<file path="src/hw/rtl/gifd_pkg.sv">
package gifd_pkg;

	localparam int unsigned InWidth   = 8;
	localparam int unsigned OutWidth  = 72;
	localparam int unsigned UserWidth = 4;

	typedef enum logic [2:0] {
		KIND_META    = 3'd0,
		KIND_RED     = 3'd1,
		KIND_GREEN   = 3'd2,
		KIND_BLUE    = 3'd3,
		KIND_LZW_MIN = 3'd4,
		KIND_LZW_DAT = 3'd5,
		KIND_IMG_END = 3'd6,
		KIND_TRAILER = 3'd7
	} gifd_kind_t;

	typedef enum logic [2:0] {
		ERR_NONE      = 3'd0,
		ERR_SIGNATURE = 3'd1,
		ERR_EXT_LABEL = 3'd2,
		ERR_INTERLACE = 3'd3,
		ERR_INTRO     = 3'd4
	} gifd_err_t;

	typedef struct packed {
		logic       done_res;
		gifd_err_t  error_code;
		logic [15:0] screen_height;
		logic [15:0] screen_width;
		logic [15:0] frame_number;
		logic [7:0] table_index;
		logic       table_is_local;
		gifd_kind_t byte_kind;
		logic [7:0] data_byte;
	} gifd_res_t;

endpackage

</file>
<file path="src/hw/rtl/gifd_parse.sv">
module gifd_parse
	import gifd_pkg::*;
(
	input  logic       clk,
	input  logic       arst_n,
	input  logic       step,
	input  logic [7:0] stream_byte,
	output gifd_res_t  res
);

	typedef enum logic [3:0] {
		PH_SIG, PH_LSD, PH_GCT, PH_BLOCK, PH_EXTLABEL, PH_EXTLEN, PH_EXTSKIP,
		PH_IMGDESC, PH_LCT, PH_LZWMIN, PH_DATALEN, PH_DATA, PH_DONE
	} phase_t;

	localparam logic [7:0] IntroExt     = 8'h21;
	localparam logic [7:0] IntroImage   = 8'h2c;
	localparam logic [7:0] IntroTrailer = 8'h3b;
	localparam logic [7:0] LabelGce     = 8'hf9;
	localparam logic [7:0] LabelPlain   = 8'h01;
	localparam logic [7:0] LabelComment = 8'hfe;
	localparam logic [7:0] LabelApp     = 8'hff;

	function automatic logic [7:0] sig_byte(input logic [2:0] pos);
		logic [7:0] b;
		unique case (pos)
			3'd0: b = 8'h47;
			3'd1: b = 8'h49;
			3'd2: b = 8'h46;
			3'd3: b = 8'h38;
			3'd4: b = 8'h39;
			3'd5: b = 8'h61;
			default: b = 8'h00;
		endcase
		return b;
	endfunction

	phase_t      phase_q, phase_d;
	logic [3:0]  pos_q, pos_d;
	logic [1:0]  comp_q, comp_d;
	logic [7:0]  idx_q, idx_d;
	logic [2:0]  size_q, size_d;
	logic [7:0]  sub_q, sub_d;
	logic [15:0] width_q, width_d;
	logic [15:0] height_q, height_d;
	logic        gtp_q, gtp_d;
	logic        ltp_q, ltp_d;
	logic [15:0] frame_q, frame_d;
	gifd_err_t   err_q, err_d;

	gifd_kind_t  kind;
	logic        local_sel;
	logic [7:0]  index;
	logic [7:0]  last_idx;
	logic [7:0]  sub_dec;

	assign last_idx = 8'((9'd2 << size_q) - 9'd1);
	assign sub_dec  = sub_q - 8'd1;

	always_comb begin
		phase_d   = phase_q;
		pos_d     = pos_q;
		comp_d    = 2'd0;
		idx_d     = 8'd0;
		size_d    = size_q;
		sub_d     = sub_q;
		width_d   = width_q;
		height_d  = height_q;
		gtp_d     = gtp_q;
		ltp_d     = ltp_q;
		frame_d   = frame_q;
		err_d     = err_q;
		kind      = KIND_META;
		local_sel = 1'b0;
		index     = 8'd0;
		unique case (phase_q)
			PH_SIG: begin
				if (pos_q > 4'd5 || stream_byte != sig_byte(pos_q[2:0])) begin
					err_d   = ERR_SIGNATURE;
					phase_d = PH_DONE;
				end else if (pos_q == 4'd5) begin
					pos_d   = 4'd0;
					phase_d = PH_LSD;
				end else begin
					pos_d = pos_q + 4'd1;
				end
			end
			PH_LSD: begin
				unique case (pos_q)
					4'd0: width_d[7:0]   = stream_byte;
					4'd1: width_d[15:8]  = stream_byte;
					4'd2: height_d[7:0]  = stream_byte;
					4'd3: height_d[15:8] = stream_byte;
					4'd4: begin
						gtp_d  = stream_byte[7];
						size_d = stream_byte[2:0];
					end
					default: ;
				endcase
				if (pos_q >= 4'd6) begin
					pos_d   = 4'd0;
					phase_d = gtp_q ? PH_GCT : PH_BLOCK;
				end else begin
					pos_d = pos_q + 4'd1;
				end
			end
			PH_GCT, PH_LCT: begin
				local_sel = (phase_q == PH_LCT);
				kind      = gifd_kind_t'(3'(comp_q) + 3'd1);
				index     = idx_q;
				// component and entry counters stand in for position mod/div 3
				if (comp_q == 2'd2) begin
					idx_d = idx_q + 8'd1;
					if (idx_q == last_idx) begin
						idx_d   = 8'd0;
						phase_d = (phase_q == PH_LCT) ? PH_LZWMIN : PH_BLOCK;
					end
				end else begin
					comp_d = comp_q + 2'd1;
					idx_d  = idx_q;
				end
			end
			PH_BLOCK: begin
				priority if (stream_byte == IntroTrailer) begin
					kind    = KIND_TRAILER;
					phase_d = PH_DONE;
				end else if (stream_byte == IntroExt) begin
					phase_d = PH_EXTLABEL;
				end else if (stream_byte == IntroImage) begin
					pos_d   = 4'd0;
					phase_d = PH_IMGDESC;
				end else begin
					err_d   = ERR_INTRO;
					phase_d = PH_DONE;
				end
			end
			PH_EXTLABEL: begin
				if (stream_byte == LabelGce || stream_byte == LabelPlain ||
				    stream_byte == LabelComment || stream_byte == LabelApp) begin
					phase_d = PH_EXTLEN;
				end else begin
					err_d   = ERR_EXT_LABEL;
					phase_d = PH_DONE;
				end
			end
			PH_EXTLEN: begin
				if (stream_byte == 8'd0) begin
					phase_d = PH_BLOCK;
				end else begin
					sub_d   = stream_byte;
					phase_d = PH_EXTSKIP;
				end
			end
			PH_EXTSKIP: begin
				sub_d = sub_dec;
				if (sub_dec == 8'd0) phase_d = PH_EXTLEN;
			end
			PH_IMGDESC: begin
				if (pos_q >= 4'd8) begin
					pos_d = 4'd0;
					if (stream_byte[6]) begin
						err_d   = ERR_INTERLACE;
						phase_d = PH_DONE;
					end else begin
						ltp_d   = stream_byte[7];
						size_d  = stream_byte[2:0];
						phase_d = stream_byte[7] ? PH_LCT : PH_LZWMIN;
					end
				end else begin
					pos_d = pos_q + 4'd1;
				end
			end
			PH_LZWMIN: begin
				kind      = KIND_LZW_MIN;
				local_sel = ltp_q;
				phase_d   = PH_DATALEN;
			end
			PH_DATALEN: begin
				if (stream_byte == 8'd0) begin
					kind      = KIND_IMG_END;
					local_sel = ltp_q;
					if (frame_q != 16'hffff) frame_d = frame_q + 16'd1;
					ltp_d   = 1'b0;
					phase_d = PH_BLOCK;
				end else begin
					sub_d   = stream_byte;
					phase_d = PH_DATA;
				end
			end
			PH_DATA: begin
				kind      = KIND_LZW_DAT;
				local_sel = ltp_q;
				sub_d     = sub_dec;
				if (sub_dec == 8'd0) phase_d = PH_DATALEN;
			end
			default: phase_d = PH_DONE;
		endcase
	end

	always_comb begin
		res.data_byte      = stream_byte;
		res.byte_kind      = kind;
		res.table_is_local = local_sel;
		res.table_index    = index;
		res.frame_number   = frame_q;
		res.screen_width   = width_d;
		res.screen_height  = height_d;
		res.error_code     = err_d;
		res.done_res       = (phase_d == PH_DONE);
	end

	always_ff @(posedge clk or negedge arst_n) begin
		if (!arst_n) begin
			phase_q  <= PH_SIG;
			pos_q    <= 4'd0;
			comp_q   <= 2'd0;
			idx_q    <= 8'd0;
			size_q   <= 3'd0;
			sub_q    <= 8'd0;
			width_q  <= 16'd0;
			height_q <= 16'd0;
			gtp_q    <= 1'b0;
			ltp_q    <= 1'b0;
			frame_q  <= 16'd0;
			err_q    <= ERR_NONE;
		end else if (step) begin
			phase_q  <= phase_d;
			pos_q    <= pos_d;
			comp_q   <= comp_d;
			idx_q    <= idx_d;
			size_q   <= size_d;
			sub_q    <= sub_d;
			width_q  <= width_d;
			height_q <= height_d;
			gtp_q    <= gtp_d;
			ltp_q    <= ltp_d;
			frame_q  <= frame_d;
			err_q    <= err_d;
		end
	end

endmodule

</file>
<file path="src/hw/rtl/gif_block_deframer.sv">
// GIF89a block deframer.
// s_* channel: one file byte per beat in s_tdata[7:0].
// m_* channel: one tagged beat per input byte, in order.
//   m_tuser: byte_kind[2:0], table_is_local[3].
//   m_tdata: data_byte[7:0], table_index[15:8], frame_number[31:16],
//            screen_width[47:32], screen_height[63:48], error_code[66:64],
//            done_res[67], zero pad [71:68].
// Pipeline: a byte taken goes into the input register, is parsed there,
// and its result is registered on m_* (two register stages).
// Throughput: one byte per cycle while m_tready is high; the parser state
// machine advances once per byte, its logic fitting between the two registers.
// Reset (arst_n low) returns the parser to the signature check, clears the
// captured screen size, frame count and error, and empties both stages.
// When m_tready is low the result register holds its beat and the input
// register still takes one more byte; s_tready drops once both are full.
// After the trailer or an error every byte is passed on as kind 0 with
// done_res set; errors stay until reset.
module gif_block_deframer
	import gifd_pkg::*;
(
	input  logic                 clk,
	input  logic                 arst_n,
	input  logic                 s_tvalid,
	output logic                 s_tready,
	input  logic [InWidth-1:0]   s_tdata,  // stream_byte[7:0]
	output logic                 m_tvalid,
	input  logic                 m_tready,
	output logic [OutWidth-1:0]  m_tdata,  // see head comment for field map
	output logic [UserWidth-1:0] m_tuser   // byte_kind[2:0], table_is_local[3]
);

	logic       valid_s1;
	logic [7:0] byte_s1;
	logic       m_valid_q;
	gifd_res_t  res;
	gifd_res_t  res_q;
	logic       out_free;
	logic       adv;

	assign out_free = !m_valid_q || m_tready;
	assign adv      = valid_s1 && out_free;
	assign s_tready = !valid_s1 || out_free;

	always_ff @(posedge clk or negedge arst_n) begin
		if (!arst_n) begin
			valid_s1  <= 1'b0;
			m_valid_q <= 1'b0;
		end else begin
			if (s_tready) valid_s1 <= s_tvalid;
			if (out_free) m_valid_q <= valid_s1;
		end
	end

	always_ff @(posedge clk) begin
		if (s_tvalid && s_tready) byte_s1 <= s_tdata;
		if (adv) res_q <= res;
	end

	gifd_parse u_parse (
		.clk         (clk),
		.arst_n      (arst_n),
		.step        (adv),
		.stream_byte (byte_s1),
		.res         (res)
	);

	assign m_tvalid = m_valid_q;
	assign m_tuser  = {res_q.table_is_local, res_q.byte_kind};
	assign m_tdata  = {4'd0, res_q.done_res, res_q.error_code, res_q.screen_height,
	                   res_q.screen_width, res_q.frame_number, res_q.table_index,
	                   res_q.data_byte};

endmodule

</file>
<file path="config.mk">
export PLATFORM = sky130hd
export DESIGN_NAME = gif_block_deframer
export DESIGN_NICKNAME = d
export VERILOG_FILES = /design/src/hw/rtl/gifd_pkg.sv /design/src/hw/rtl/gifd_parse.sv /design/src/hw/rtl/gif_block_deframer.sv
export SDC_FILE = /design/constraint.sdc
export NUM_CORES = 1
export LEC_CHECK = 0
export BUFFER_PORTS_ARGS = -buffer_cell sky130_fd_sc_hd__buf_4
export CAP_MARGIN = 10
export CORE_MARGIN = 5
export CORE_UTILIZATION = 59
export CTS_CLUSTER_SIZE = 25
export DETAILED_ROUTE_END_ITERATION = 6
export GPL_ROUTABILITY_DRIVEN = 1
export PLACE_DENSITY = 0.8
export SLEW_MARGIN = 20
export SYNTH_ARGS = -nofsm -noshare
export SYNTH_HDL_FRONTEND = slang
export SYNTH_SLANG_ARGS = --single-unit
</file>
<file path="constraint.sdc">
create_clock -name clk -period 4.9 [get_ports clk]
set_clock_uncertainty 0.1 [all_clocks]
set_input_delay 1.47 -clock clk [delete_from_list [all_inputs] [get_ports clk]]
set_output_delay 1.47 -clock clk [all_outputs]
set_load 0.005 [all_outputs]
</file>
Word level (Yosys, flattened, before mapping):

Index checks and enable logic that the tools add are counted.

* bits in writable memories: 0
* logic and storage cells: 171
* ROM bits: 0
* memories kept: 0
* bits of input ports: 12
* flip-flop bits (word level): 164
* latch bits: 0
* output and inout bits: 78

* $lt $le $gt $ge: 3
* eq/ne operators: 43
* bitwise operators: 0
* reductions and logical operators: 30
* multipliers: 0
* add/subtract/negate cells: 7
* mux-type cells: 63
* divide/modulo/power cells: 0
* shift operators: 1

Operators with widths (count)
* 2-to-1 mux 4 bit: 22
* 2-to-1 mux 8 bit: 9
* one-hot mux 4 bit (11 select lines): 1
* one-hot mux 7 bit (6 select lines): 1
* 2-to-1 mux 3 bit: 13
* 2-to-1 mux 16 bit: 2
* equality test 4 x 3 -> 1 bit, second input constant: 6
* equality test 8 x 6 -> 1 bit, second input constant: 3
* equality test 8 bit, second input constant: 3
* equality test 4 bit, second input constant: 5
* adder 16 x 1 -> 16 bit, second input constant: 1
* equality test 4 x 2 -> 1 bit, second input constant: 4
* logical NOT 8 bit: 2
* != test 16 bit, second input constant: 1
* one-hot mux 4 bit (4 select lines): 1
* one-hot mux 8 bit (2 select lines): 1
* subtractor 8 x 1 -> 8 bit, second input constant: 2
* one-hot mux 3 bit (5 select lines): 1
* != test 2 bit, second input constant: 6
* one-hot mux 3 bit (4 select lines): 1
* AND reduction 5 bit: 2
* adder 8 x 1 -> 8 bit, second input constant: 1
* equality test 4 x 1 -> 1 bit, second input constant: 2
* equality test 8 x 1 -> 1 bit, second input constant: 1
* other kinds (31): 56

Logic depth before layout (Yosys ltp):

* depth after elaboration: 8
* mapped depth: 9
* depth with buffers taken out: 8

Cells and area by module:

From an unflattened synthesis, not the netlist that was laid out.

* cell total of the unflattened synthesis: 675
* area, all modules: 8034.0 um2

Modules (own cells, without submodules)
* gifd_parse: area each 5494.0 um2, times used 1, seq. area each 2052.0 um2, cells each 582
* gif_block_deframer: area each 2539.9 um2, times used 1, seq. area each 2452.4 um2, cells each 93

Least setup slack after synthesis:

Ideal clock, no wire load.

* path kind: input -> register
* start: input port m_tready
* end: register u_parse.idx_q[6]
* stages: 7
* buffers on the path: 1
* slack: -0.281 ns
* required time: 4.733 ns
* arrival: 5.014 ns
* library setup time: 0.067 ns
* path through: nand2b_1 nand2_1 inv_1 clkbuf_1 o21ai_1 nor2_1 a221o_1

* longest elaborated chain between the ends: 3

RTL lines
* from (decl): RTL line gif_block_deframer.sv:27 `input logic m_tready,`
* logical OR 1 bit: RTL line gif_block_deframer.sv:40 `assign out_free = !m_valid_q || m_tready;`
* logical AND 1 bit: RTL line gif_block_deframer.sv:41 `assign adv = valid_s1 && out_free;`
* via adv: RTL line gif_block_deframer.sv:38 `logic adv;`
* AND reduction 2 bit (no source line)
* to (signal assigned): RTL line gifd_parse.sv:230 `idx_q <= idx_d;`
* to (decl): RTL line gifd_parse.sv:41 `logic [7:0] idx_q, idx_d;`

The timed path passes the listed nets, and every way through them passes these cells.
A chain may end at the register's enable or synchronous reset.

Final worst setup path:

* start: input port m_tready
* end: output port s_tready

* longest elaborated chain between the ends: 2

RTL lines
* logical OR 1 bit: RTL line gif_block_deframer.sv:40
* logical OR 1 bit: RTL line gif_block_deframer.sv:42 `assign s_tready = !valid_s1 || out_free;`
* to (decl): RTL line gif_block_deframer.sv:24 `output logic s_tready,`

No other way between the ends.

==> reports/summary.txt <==
Crit. End Element: primary output
worst hold path startpoint: u_parse.frame_q[9]
TritonCTS clock tree: yes
Yosys Warn Count: 0
delay-heaviest family, CP: buffers and inverters
initial antenna violation count: 0
Final Setup Violations: 0
CP dominant cell by count: buf_4
gr ovfl total: 0
DP HPWL: 11300 µm
Die H: 125 µm
fin. max-slew vios: 0
Leak: 3.89 nW
# rows: 42
unrepaired setup endpoints after global routing: false
area of the multi-input gates: 3130 µm²
routability cong.: 0.907
type of the worst setup path: in2out
FF-to-FF path depth: 8
# fillers: 941
Max IR drop VDD: 286 µV
CTS Hold Bufs: 0
pin count of the biggest net entering global routing: 61
# Max-Cap Violations: 0
maximum root-to-sink buffer count: 2
Post-CTS Setup Bufs: 0
Sink Count: 164
Post-CTS Resized: 0
htree depth: 4
first-iteration detailed-routing DRC count: 548
critical path launch point type: input pin
cell taking the most area after synthesis: edfxtp_1
area fraction of the dominant cell type after synthesis: 30.6%
FF-to-FF End: u_parse.pos_q[0]
reg-to-reg slack, setup: 1.86 ns
Worst Hold End: u_parse.frame_q[9]
Seq/Total Area, Yosys: 57.3%
synth-to-layout area growth: 17.1%
PwrDens: 461 nW/µm²
Max Fclk: 287 MHz
status: finished, final reports clean
I/O Buffers: 85
DRC violations left: 0
Ports: 90
Post-synth EDFFs: 80
Worst Path Max Fanout: 3
WP data arrival: 1.92 ns
Synth async-reset ratio: 51.2%
Clk pin slew, worst setup/hold paths: 0.06 ns
GRT Overall Usage: 22.4%
period utilization: 71.2%
Worst R2R Start: u_parse.pos_q[1]
crit path cell chain: buf_4 -> nand3b_1 -> buf_4
Slew @ Worst Pin: 0.880 ns
Die Footprint: 15700 µm²
final hold slack: 0.395 ns
Reg area: 4500 µm²
CP max stage delay: 0.18 ns
Num CTS Buffers: 17
Synth cell types: 63
Initial Utilization: 59.8%
die width: 125 µm
WP buf/inv: 2
antenna cells: 0
worst relative slew slack: 41.4%
Avg Synthesized Cell Area: 11.8 µm²
post-DR vias/cell: 6.04
Detail Route Antenna Nets: 0
Slowest-stage cell, CP: nand3b_1
Yosys reg bits: 164
Pre-antenna DRT Iters: 6
Mapped Area: 7860 µm²
root buf cell: clkbuf_16
per-cell routed wire length: 18.6 µm
dominant synthesized flop cell: dfrtp_1
core area: 13100 µm²
via count: 5630
CP Data Required Time: 3.33 ns
worst hold path depth: 1
Final Net Count: 769
Worst Hold Class: reg2reg
share of post-route cells with drive strength above 1: 27.4%
top cells by area, synth: edfxtp_1 31%, dfrtp_1 27%, mux2_2 9.9%
Syn Inst Count: 668
first-pass GRT wire length: 28600 µm
final hold vios: 0
min cycle time layout: 3.49 ns
TNS Setup: 0 ns
vias in the first global route: 5639
clk_lat worst skew: 0.43 ns
WL final: 17400 µm
-- cells in the final DEF, fill, tap and decap left out, drive strengths merged, types with 14 or more instances in the layout --
cell type   n
dfrtp      84
ha         14
nor3       21
nand3      21
o21ai      42
nor2       50
a21oi      29
clkbuf     21
nand2b     16
mux2       71
buf        91
nand2      53
edfxtp     80
inv        16
-- through the flow --
stage               worst slack, ns  utilization, %  cell area, µm²  total power, mW  cells
finish                         1.41            70.1            9210             4.25    932
floorplan                      1.12               -            7880             2.53    671
detailed placement             1.42            65.4            8600             2.87    900
global route                   1.40            70.1            9210             4.45    932
CTS                            1.42            70.1            9210             4.24    932
global placement               1.43            65.4            8600             2.82    900
-- cells by family (layout without fill, tap and decap cells) --
kind of cell	count (synthesis)	count (layout)	synth area share (%)
and+or+nand+nor	222	222	14.6
DFF	164	164	57.3
AOI/OAI and AO/OA	118	118	9.69
muxes	78	78	11.2
buffers and inverters	53	138	2.99
xor gates and xnor gates	18	18	2.01
adders and majority gates	14	14	2.23
other	1	4	0.0477
-- metal layers --
layer,vias to the layer above,track usage (%),wire [µm],part of all wire [%]
met5,-,0,0,0
met4,0,8.93,360,2.1
met3,37,5.42,1100,6.3
met2,241,37.5,8650,50
met1,2774,28.0,7240,42
li1,2578,-,-,-
-- worst max-delay path by stage --
stage	startpoint	endpoint	depth (start not counted)
final	m_tready	s_tready	3
after global routing	m_tready	s_tready	3
after CTS	m_tready	s_tready	3
after detailed placement	m_tready	s_tready	3
after global placement	m_tready	s_tready	3
after floorplan	m_tready	u_parse.idx_q[6]	7
-- Yosys cell counts, types with 6 or more instances --
library cell,n
xnor2_1,11
ha_1,14
a21oi_1,29
nor3_1,19
and2_1,13
nand2_1,53
o21ai_0,41
clkbuf_1,29
a211oi_1,7
nor2_1,46
nor2b_1,8
and3_1,6
inv_1,14
dfrtp_1,84
nor4_1,8
mux2i_1,7
nand3_1,21
xor2_1,7
edfxtp_1,80
nand2b_1,16
mux2_2,69
-- worst register-to-register path: cells and delay by family, from the launching register on --
kind                       cells  cell delay (ns)
DFF                            1             0.47
and+or+nand+nor                2             0.56
adders and majority gates      1             0.26
buffers and inverters          1             0.18
AOI/OAI and AO/OA              3             1.02
muxes                          1             0.33
-- where the power goes --
part	leakage, nW	switching [mW]	total [mW]	internal [mW]
clock network	0.293	0.544	1.38	0.832
logic	1.70	0.491	0.927	0.436
registers	1.90	0.266	1.94	1.68
total	3.89	1.30	4.25	2.94
-- state kept, by name, summed over array words and instances, names as in the netlist --
name and count:
m_tdata 68, u_parse.frame_q 16, u_parse.height_q 16, u_parse.width_q 16, byte_s1 8, u_parse.idx_q 8
u_parse.sub_q 8, m_tuser 4, u_parse.phase_q 4, u_parse.pos_q 4, u_parse.err_q 3, u_parse.size_q 3
u_parse.comp_q 2, m_tvalid 1, u_parse.gtp_q 1, u_parse.ltp_q 1, valid_s1 1
-- layout make-up --
class,count,area share [%]
Timing Repair Buffer,91,7.42
Tap cell,176,2.39
Sequential cell,164,48.9
Clock inverter,11,1.64
Multi-Input combinational cell,454,34.0
Inverter,15,0.611
Clock buffer,21,5.00
(Power assumes the default switching activity.)
